===== config.mk =====
export PLATFORM = sky130hd
export DESIGN_NAME = square_matrix_rotate_cw
export DESIGN_NICKNAME = d
export VERILOG_FILES = /design/src/design/smr_pkg.sv /design/src/design/smr_load.sv /design/src/design/smr_token_fifo.sv /design/src/design/smr_frame_buf.sv /design/src/design/smr_unload.sv /design/src/design/square_matrix_rotate_cw.sv
export SDC_FILE = /design/constraint.sdc
export NUM_CORES = 2
export LEC_CHECK = 0
export BUFFER_PORTS_ARGS = -buffer_cell sky130_fd_sc_hd__clkbuf_2
export CELL_PAD_IN_SITES_DETAIL_PLACEMENT = 0
export CELL_PAD_IN_SITES_GLOBAL_PLACEMENT = 1
export CORE_MARGIN = 2
export CORE_UTILIZATION = 55
export CTS_CLUSTER_SIZE = 12
export DETAILED_ROUTE_END_ITERATION = 7
export PLACE_DENSITY = 0.84
export REMOVE_ABC_BUFFERS = 1
export SLEW_MARGIN = 20
export SYNTH_ARGS = -nofsm -noshare
export SYNTH_HDL_FRONTEND = slang
export SYNTH_MEMORY_MAX_BITS = 65536
export SYNTH_SLANG_ARGS = --single-unit

===== constraint.sdc =====
create_clock -name clock -period 4.9 [get_ports clock]
set_input_delay 0.98 -clock clock [delete_from_list [all_inputs] [get_ports clock]]
set_output_delay 0.98 -clock clock [all_outputs]
set_load 0.005 [all_outputs]

===== src/design/smr_pkg.sv =====
`default_nettype none

package smr_pkg;

   // Geometry of the frame buffer: two banks of SIDE_MAX x SIDE_MAX words.
   localparam int SIDE_MAX   = 8;
   localparam int IDX_W      = $clog2(SIDE_MAX);
   localparam int BANK_W     = 1;
   localparam int ADDR_W     = BANK_W + 2 * IDX_W;
   localparam int RAM_DEPTH  = 1 << ADDR_W;
   localparam int DATA_W     = 32;

   // Matrix-done queue: one entry per bank.
   localparam int TOK_DEPTH  = 1 << BANK_W;
   localparam int TOK_CNT_W  = BANK_W + 1;

   // Result buffer in the unload side.
   localparam int OUT_DEPTH  = 2;
   localparam int OUT_PTR_W  = 1;
   localparam int OUT_CNT_W  = 2;

   // Control registers.
   localparam int CSR_ADDR_W = 3;
   localparam int CSR_DATA_W = 32;
   localparam int SIZE_W     = 4;
   localparam logic [SIZE_W-1:0] SIZE_RESET = SIZE_W'(SIDE_MAX);
   localparam logic [CSR_ADDR_W-3:0] REG_MATRIX_SIZE = '0;

   typedef struct packed {
      logic              bank;
      logic [IDX_W-1:0]  last_idx;   // n-1 of the stored matrix
   } token_type;

   typedef struct packed {
      logic              en;
      logic [ADDR_W-1:0] addr;
      logic [DATA_W-1:0] data;
   } ram_wr_type;

   typedef struct packed {
      logic              en;
      logic [ADDR_W-1:0] addr;
   } ram_rd_type;

   // Register value to n-1, with 0 treated as 1 and anything above SIDE_MAX as SIDE_MAX.
   function automatic logic [IDX_W-1:0] last_index(input logic [SIZE_W-1:0] size);
      logic [SIZE_W-1:0] n;
      n = size;
      if (n == '0) begin
         n = SIZE_W'(1);
      end
      if (n > SIZE_W'(SIDE_MAX)) begin
         n = SIZE_W'(SIDE_MAX);
      end
      return IDX_W'(n - SIZE_W'(1));
   endfunction

endpackage

`default_nettype wire


===== src/design/smr_load.sv =====
`default_nettype none

module smr_load import smr_pkg::*; (
   input  wire logic                  clock,
   input  wire logic                  reset,
   input  wire logic                  csr_psel,
   input  wire logic                  csr_penable,
   input  wire logic                  csr_pwrite,
   input  wire logic [CSR_ADDR_W-1:0] csr_paddr,
   input  wire logic [CSR_DATA_W-1:0] csr_pwdata,
   output logic      [CSR_DATA_W-1:0] csr_prdata,
   input  wire logic                  req_push,
   input  wire logic [DATA_W-1:0]     req_element_value,
   output logic                       req_full,
   output ram_wr_type                 ram_wr,
   output logic                       tok_push,
   output token_type                  tok_push_data,
   input  wire logic                  tok_full
);

   logic [SIZE_W-1:0] size_ff, size_in;
   logic [IDX_W-1:0]  row_ff, row_in;
   logic [IDX_W-1:0]  col_ff, col_in;
   logic              bank_ff, bank_in;
   logic [IDX_W-1:0]  last_idx;
   logic              reg_sel;
   logic              csr_wr;
   logic              accept;

   assign last_idx = last_index(size_ff);
   assign reg_sel  = (csr_paddr[CSR_ADDR_W-1:2] == REG_MATRIX_SIZE);
   assign csr_wr   = csr_psel && csr_penable && csr_pwrite && reg_sel;
   assign csr_prdata = reg_sel ? CSR_DATA_W'(size_ff) : '0;

   // Both banks hold unread matrices: hold off the loader.
   assign req_full = tok_full;
   assign accept   = req_push && !tok_full;

   assign ram_wr.en   = accept;
   assign ram_wr.addr = {bank_ff, row_ff, col_ff};
   assign ram_wr.data = req_element_value;

   assign tok_push               = accept && (col_ff == last_idx) && (row_ff == last_idx);
   assign tok_push_data.bank     = bank_ff;
   assign tok_push_data.last_idx = last_idx;

   always_comb begin
      size_in = size_ff;
      row_in  = row_ff;
      col_in  = col_ff;
      bank_in = bank_ff;
      priority if (csr_wr) begin
         // new size drops any partly loaded matrix
         size_in = csr_pwdata[SIZE_W-1:0];
         row_in  = '0;
         col_in  = '0;
      end else if (accept) begin
         if (col_ff == last_idx) begin
            col_in = '0;
            if (row_ff == last_idx) begin
               row_in  = '0;
               bank_in = !bank_ff;
            end else begin
               row_in = row_ff + IDX_W'(1);
            end
         end else begin
            col_in = col_ff + IDX_W'(1);
         end
      end
   end

   always_ff @(posedge clock) begin
      if (reset) begin
         size_ff <= SIZE_RESET;
         row_ff  <= '0;
         col_ff  <= '0;
         bank_ff <= 1'b0;
      end else begin
         size_ff <= size_in;
         row_ff  <= row_in;
         col_ff  <= col_in;
         bank_ff <= bank_in;
      end
   end

endmodule

`default_nettype wire


===== src/design/smr_token_fifo.sv =====
`default_nettype none

module smr_token_fifo import smr_pkg::*; (
   input  wire logic      clock,
   input  wire logic      reset,
   input  wire logic      push,
   input  wire token_type push_data,
   output logic           full,
   input  wire logic      pop,
   output logic           valid,
   output token_type      head
);

   token_type             entry_ff [TOK_DEPTH];
   logic [BANK_W-1:0]     wr_ptr_ff, wr_ptr_in;
   logic [BANK_W-1:0]     rd_ptr_ff, rd_ptr_in;
   logic [TOK_CNT_W-1:0]  cnt_ff, cnt_in;
   logic                  do_push;
   logic                  do_pop;

   assign full    = (cnt_ff == TOK_CNT_W'(TOK_DEPTH));
   assign valid   = (cnt_ff != '0);
   assign head    = entry_ff[rd_ptr_ff];
   assign do_push = push && !full;
   assign do_pop  = pop && valid;

   always_comb begin
      wr_ptr_in = do_push ? wr_ptr_ff + BANK_W'(1) : wr_ptr_ff;
      rd_ptr_in = do_pop  ? rd_ptr_ff + BANK_W'(1) : rd_ptr_ff;
      cnt_in    = cnt_ff + TOK_CNT_W'(do_push) - TOK_CNT_W'(do_pop);
   end

   always_ff @(posedge clock) begin
      if (reset) begin
         wr_ptr_ff <= '0;
         rd_ptr_ff <= '0;
         cnt_ff    <= '0;
      end else begin
         wr_ptr_ff <= wr_ptr_in;
         rd_ptr_ff <= rd_ptr_in;
         cnt_ff    <= cnt_in;
      end
   end

   always_ff @(posedge clock) begin
      if (do_push) begin
         entry_ff[wr_ptr_ff] <= push_data;
      end
   end

endmodule

`default_nettype wire


===== src/design/smr_frame_buf.sv =====
`default_nettype none

module smr_frame_buf import smr_pkg::*; (
   input  wire logic        clock,
   input  wire ram_wr_type  wr,
   input  wire ram_rd_type  rd,
   output logic [DATA_W-1:0] rd_data
);

   logic [DATA_W-1:0] mem [RAM_DEPTH];
   logic [DATA_W-1:0] rd_data_ff;

   assign rd_data = rd_data_ff;

   always_ff @(posedge clock) begin
      if (wr.en) begin
         mem[wr.addr] <= wr.data;
      end
   end

   always_ff @(posedge clock) begin
      if (rd.en) begin
         rd_data_ff <= mem[rd.addr];
      end
   end

endmodule

`default_nettype wire


===== src/design/smr_unload.sv =====
`default_nettype none

module smr_unload import smr_pkg::*; (
   input  wire logic               clock,
   input  wire logic               reset,
   input  wire logic               tok_valid,
   input  wire token_type          tok_head,
   output logic                    tok_pop,
   output ram_rd_type              ram_rd,
   input  wire logic [DATA_W-1:0]  rd_data,
   output logic                    rsp_empty,
   input  wire logic               rsp_pop,
   output logic [DATA_W-1:0]       rsp_rotated_value,
   output logic                    rsp_last_of_matrix
);

   logic [IDX_W-1:0]     r_ff, r_in;
   logic [IDX_W-1:0]     c_ff, c_in;
   logic                 inflight_ff;
   logic                 inflight_last_ff;
   logic [DATA_W-1:0]    buf_data_ff [OUT_DEPTH];
   logic                 buf_last_ff [OUT_DEPTH];
   logic [OUT_PTR_W-1:0] wr_ptr_ff, rd_ptr_ff;
   logic [OUT_CNT_W-1:0] cnt_ff, cnt_in;
   logic [OUT_CNT_W:0]   pending;
   logic                 fire;
   logic                 issue;
   logic                 last_issue;
   logic [IDX_W-1:0]     src_row;

   assign rsp_empty          = (cnt_ff == '0);
   assign rsp_rotated_value  = buf_data_ff[rd_ptr_ff];
   assign rsp_last_of_matrix = buf_last_ff[rd_ptr_ff];
   assign fire               = rsp_pop && !rsp_empty;

   // reads in flight plus buffered results never exceed the buffer
   assign pending = (OUT_CNT_W+1)'(cnt_ff) + (OUT_CNT_W+1)'(inflight_ff);
   assign issue   = tok_valid && ((pending < (OUT_CNT_W+1)'(OUT_DEPTH)) || fire);

   // out(r,c) = in(n-1-c, r)
   assign src_row     = tok_head.last_idx - c_ff;
   assign ram_rd.en   = issue;
   assign ram_rd.addr = {tok_head.bank, src_row, r_ff};

   assign last_issue = (r_ff == tok_head.last_idx) && (c_ff == tok_head.last_idx);
   assign tok_pop    = issue && last_issue;   // bank freed once last word is read

   always_comb begin
      r_in = r_ff;
      c_in = c_ff;
      if (issue) begin
         if (c_ff == tok_head.last_idx) begin
            c_in = '0;
            r_in = last_issue ? '0 : r_ff + IDX_W'(1);
         end else begin
            c_in = c_ff + IDX_W'(1);
         end
      end
      cnt_in = cnt_ff + OUT_CNT_W'(inflight_ff) - OUT_CNT_W'(fire);
   end

   always_ff @(posedge clock) begin
      if (reset) begin
         r_ff        <= '0;
         c_ff        <= '0;
         inflight_ff <= 1'b0;
         wr_ptr_ff   <= '0;
         rd_ptr_ff   <= '0;
         cnt_ff      <= '0;
      end else begin
         r_ff        <= r_in;
         c_ff        <= c_in;
         inflight_ff <= issue;
         if (inflight_ff) begin
            wr_ptr_ff <= wr_ptr_ff + OUT_PTR_W'(1);
         end
         if (fire) begin
            rd_ptr_ff <= rd_ptr_ff + OUT_PTR_W'(1);
         end
         cnt_ff      <= cnt_in;
      end
   end

   always_ff @(posedge clock) begin
      if (issue) begin
         inflight_last_ff <= last_issue;
      end
      if (inflight_ff) begin
         buf_data_ff[wr_ptr_ff] <= rd_data;
         buf_last_ff[wr_ptr_ff] <= inflight_last_ff;
      end
   end

endmodule

`default_nettype wire


===== src/design/square_matrix_rotate_cw.sv =====
`default_nettype none

// Channel   Ports                                    Transfer when
// --------  ---------------------------------------  ----------------------------------
// request   req_push, req_full, req_element_value    req_push && !req_full
// response  rsp_pop, rsp_empty, rsp_rotated_value,   rsp_pop && !rsp_empty
//           rsp_last_of_matrix
// control   csr_psel/penable/pwrite/paddr/pwdata,    psel && penable && pwrite (pready=1)
//           csr_prdata, csr_pready
//
// The loader takes a new element whenever req_full is low. The unloader reads the frame
// buffer one word per cycle through its single read port while a matrix is queued and
// the result buffer has room; each word goes out via the read register and the buffer.
// The frame buffer has two banks, so the next matrix loads while the previous one drains;
// req_full rises only while both banks hold matrices not yet fully read out.
// Reset clears counters and queues and presets the size; buffer is never read before written.
module square_matrix_rotate_cw import smr_pkg::*; (
   input  wire logic                  clock,
   input  wire logic                  reset,
   // control registers
   input  wire logic                  csr_psel,
   input  wire logic                  csr_penable,
   input  wire logic                  csr_pwrite,
   input  wire logic [CSR_ADDR_W-1:0] csr_paddr,
   input  wire logic [CSR_DATA_W-1:0] csr_pwdata,
   output logic      [CSR_DATA_W-1:0] csr_prdata,
   output logic                       csr_pready,
   // element input
   input  wire logic                  req_push,
   input  wire logic [DATA_W-1:0]     req_element_value,
   output logic                       req_full,
   // rotated output
   output logic                       rsp_empty,
   input  wire logic                  rsp_pop,
   output logic [DATA_W-1:0]          rsp_rotated_value,
   output logic                       rsp_last_of_matrix
);

   ram_wr_type        ram_wr;
   ram_rd_type        ram_rd;
   logic [DATA_W-1:0] rd_data;
   logic              tok_push;
   token_type         tok_push_data;
   logic              tok_full;
   logic              tok_pop;
   logic              tok_valid;
   token_type         tok_head;

   // No wait states on the control port.
   assign csr_pready = 1'b1;

   // Front: size register, load position, bank select; posts a token per full matrix.
   smr_load u_load (
      .clock             (clock),
      .reset             (reset),
      .csr_psel          (csr_psel),
      .csr_penable       (csr_penable),
      .csr_pwrite        (csr_pwrite),
      .csr_paddr         (csr_paddr),
      .csr_pwdata        (csr_pwdata),
      .csr_prdata        (csr_prdata),
      .req_push          (req_push),
      .req_element_value (req_element_value),
      .req_full          (req_full),
      .ram_wr            (ram_wr),
      .tok_push          (tok_push),
      .tok_push_data     (tok_push_data),
      .tok_full          (tok_full)
   );

   // Queue of loaded matrices, one slot per bank; count equals banks in use.
   smr_token_fifo u_tok_fifo (
      .clock     (clock),
      .reset     (reset),
      .push      (tok_push),
      .push_data (tok_push_data),
      .full      (tok_full),
      .pop       (tok_pop),
      .valid     (tok_valid),
      .head      (tok_head)
   );

   // Two-bank frame buffer: one write port, one registered read port.
   smr_frame_buf u_frame_buf (
      .clock   (clock),
      .wr      (ram_wr),
      .rd      (ram_rd),
      .rd_data (rd_data)
   );

   // Back: walks the rotated order, reads the buffer, holds results for the consumer.
   smr_unload u_unload (
      .clock              (clock),
      .reset              (reset),
      .tok_valid          (tok_valid),
      .tok_head           (tok_head),
      .tok_pop            (tok_pop),
      .ram_rd             (ram_rd),
      .rd_data            (rd_data),
      .rsp_empty          (rsp_empty),
      .rsp_pop            (rsp_pop),
      .rsp_rotated_value  (rsp_rotated_value),
      .rsp_last_of_matrix (rsp_last_of_matrix)
   );

endmodule

`default_nettype wire

==> parameters.txt <==
Parameter                              Value

Run status
  Run status ... finished clean

Layout
  Top library cells by usage in the layout, fill and taps aside ... sky130_fd_sc_hd__edfxtp_1, sky130_fd_sc_hd__mux2i_1, sky130_fd_sc_hd__a22o_1, sky130_fd_sc_hd__a221oi_1, sky130_fd_sc_hd__clkbuf_16
  Post-layout instance area ... 184000 um^2
  Net count, final ... 9097
  Storage element area ... 127000 um^2
  Commonest non-fill, non-tap cell in the layout ... sky130_fd_sc_hd__edfxtp_1
  Multi-input gate area ... 35200 um^2
  Non-filler instance count after layout ... 13200
  Layout cell share with drive strength beyond 1 ... 12.5%
  Synthesis-to-layout area growth ... 12.2%
  Final-layout fill cell count ... approximately 20000

Clocking
  Clock buffer count from CTS ... 416
  Clock Tree Root ... sky130_fd_sc_hd__clkbuf_16
  CTS sink cnt ... 4231
  Clock latency on the worst-skew pair ... 980 ps
  CTS Buffer Depth ... 4
  Register clock-pin slew on the reported worst setup and hold paths ... 60 ps
  Clock tree from TritonCTS ... built
  Setup bufs post-CTS ... 0
  CTS hold repair buffers ... 0
  # resized after CTS ... 0
  Count of H-tree levels built during CTS ... 5

STA
  Final setup violation count ... 0
  Post-route minimum period ... a little over 4000 ps
  Worst slew margin relative to its limit ... 22.9%
  Worst hold-check slack ... 289 ps
  Pin slew with the least headroom to its limit ... 1160 ps
  Final-report max-slew violation count ... 0
  Setup Skew ... 67.1 ps
  Hold violation count in the final report ... 0
  Part of the cycle the worst path needs ... 84.9%
  Fmax ... between 200 and 250 MHz
  Setup repair after global routing missed its margin ... no

Floorplan
  DIE HEIGHT ... 550 um
  Number of cell rows ... 200
  X dimension of the die ... 550 um
  Top-Level Pins ... 142
  Die footprint ... 302000 um^2
  Starting utilization of the core area ... 55.2%
  Placeable core area ... 297000 um^2

Yosys
  Total of warnings raised by yosys ... 0
  Cell area after synthesis ... approximately 160000 um^2
  Number of instances in the synthesized netlist ... 8645
  Synthesized flop and latch total ... 4231
  Ys flop type ... sky130_fd_sc_hd__edfxtp_1
  Mean instance size in the synthesized netlist ... 18.9 um^2
  Count of flip-flops with a built-in enable after synthesis ... 4203
  Post-synthesis cell type count ... 46
  Synth async-reset ratio ... 0%
  Sequential area share after synthesis ... between 70% and 80%

Worst setup path
  Critical Path Fanout Max ... 34
  Critical Path Source Type ... flop
  CP Cell Sequence ... mux2i_1 > ha_1 > fa_1 > nand2b_4 > buf_12 > buf_4 > o22ai_1 > o21ai_0 > and4_1
  Crit path DAT ... roughly 5000 ps
  Critical Path Max Stage Delay ... just over 800 ps
  CP max stage cell ... sky130_fd_sc_hd__o21ai_0
  Crit path required time ... 5740 ps
  Crit path kind ... reg -> reg
  Critical Path Sink Type ... flop

Routing
  Total DRC errors in the routed layout ... 0
  Number of vias per cell ... 6.53
  TritonRoute pass-1 iters ... 6
  DRT Wirelength ... between 400 and 500 mm
  Vias post-DR ... 86100
  DRC marker count from the first detailed-route iteration ... roughly 11000
  Antenna violation net count after detailed routing ... 0
  Post-detailed-route wirelength per cell ... between 30 and 40 um

Power
  Static leakage ... 53.9 nW
  PD cells ... 381 nW/um^2
  Worst vdd rail ir drop ... 0.304 mV
  Final Total Pwr ... around 70 mW

Run
  Maximum Capacitance Violations ... 0

Global routing
  First-pass GRT wire length ... 588 mm
  GRT Residual Overflow ... 0
  Total global routing track utilization ... 27.1%
  Vias in the first global route ... ~85000
  Pin count of the biggest net entering global routing ... 103
  Antenna violations before repair ... 38

Placement
  Placement Cell Area ... 172000 um^2
  Number of I/O port buffers ... 82
  Total half-perimeter wirelength after legalization and detailed placement ... 234 mm
  Routability congestion estimate from global placement ... 0.908
  Placed cell count ... 12500

Worst hold path
  Hold crit path type ... in -> reg
[synthesized netlist by cell type (all sizes together) (2+ instances only)]
master  instances  area [um^2]
xnor3           2         45.0
conb            2         7.51
edfxtp       4203       126000
mux2           34          383
xnor2          11          115
nand3          10         50.1
and4           33          289
nand3b          2         15.0
nor2b          18          113
nand2          22         82.6
a221oi        512         4480
o22ai         257         1610
a21oi           9         45.0
xor2            8         70.1
inv            14         52.6
or3             2         12.5
mux2i        2056        20600
ha             14          175
or2             2         12.5
nor2          165          619
and2            3         18.8
clkbuf        289         1100
dfxtp          28          561
a22oi           2         15.0
a22o          512         4480
nor3            5         30.0
nand2b          6         37.5
buf           283         1810
o21ai         132          661
[sequential cells by signal, summed over array words and instances (netlist names), 2 cells and up, named ones only]
signal / cells
u_unload.buf_last_ff: 2
u_unload.r_ff: 3
u_frame_buf.rd_data: 32
u_load.col_ff: 3
u_unload.buf_data_ff: 64
u_load.row_ff: 3
u_tok_fifo.cnt_ff: 2
u_tok_fifo.entry_ff: 8
u_unload.c_ff: 3
u_frame_buf.mem: 4096
u_load.size_ff: 4
u_unload.cnt_ff: 2
[final cells by class]
cell class              count  share of cell area (%)
repair buffers            490                    2.56
clock buffers             543                    5.96
well taps                3939                    2.68
multi-input cells        3855                    19.2
inverters                  14                  0.0286
clock inverters            97                   0.586
flip-flops and latches   4231                    69.0
diodes                     17                  0.0232
[worst max-delay path, delay by kind of cell, from the launching register on]
kind            cells  cell delay (ps)
buf+inv             2              660
simple gates        2              780
mux                 1              320
compound gates      2              930
fa+ha+maj           2              810
flops               1              510
[layer usage]
layer	global-route usage (%)	vias up	part of all wire (%)
met5	0	-	0.020
met4	13.2	14	5.1
met3	4.91	797	9.6
met2	42.7	4644	47
met1	36.6	44400	38
li1	-	36200	-
[final timing paths]
check,startpoint,end,slack [ps],depth (start not counted)
hold / removal,csr_pwdata[2],u_load.size_ff[2],290,3
hold reg to reg,u_frame_buf.rd_data[14],u_unload.buf_data_ff[1][14],450,0
setup / recovery,flop,u_frame_buf.rd_data[31],740,9
setup reg to reg,flop,u_frame_buf.rd_data[31],740,9
[stage by stage]
| stage | utilization (%) | setup TNS [ps] | setup WS, ps |
|---|---|---|---|
| 5_1_grt | 62.0 | 0 | 681 |
| 3_3_place_gp | 57.9 | 0 | 908 |
| 4_1_cts | 61.9 | 0 | 865 |
| 6_report | 62.0 | 0 | 742 |
| 2_1_floorplan | - | -2606620 | -67200 |
| 3_5_place_dp | 57.9 | 0 | 878 |
[power by group]
group	internal, mW	leakage (nW)	switching, mW
Combinational	0.215	10.0	0.950
Sequential	39.8	38.0	0.0783
Clock	15.9	5.79	12.9
[cells by family (layout without fill, tap and decap cells)]
logic type / count (synthesis) / after routing / share of synthesized area (%)
AOI/OAI and AO/OA: 1430 / 1430 / 6.93
xor gates and xnor gates: 21 / 21 / 0.141
adders and majority gates: 15 / 15 / 0.119
buffers and inverters: 586 / 1144 / 1.81
DFF: 4231 / 4231 / 77.4
muxes: 2090 / 2090 / 12.8
other: 2 / 46 / 0.00459
and+or+nand+nor: 270 / 270 / 0.791
(Power assumes the default switching activity.)
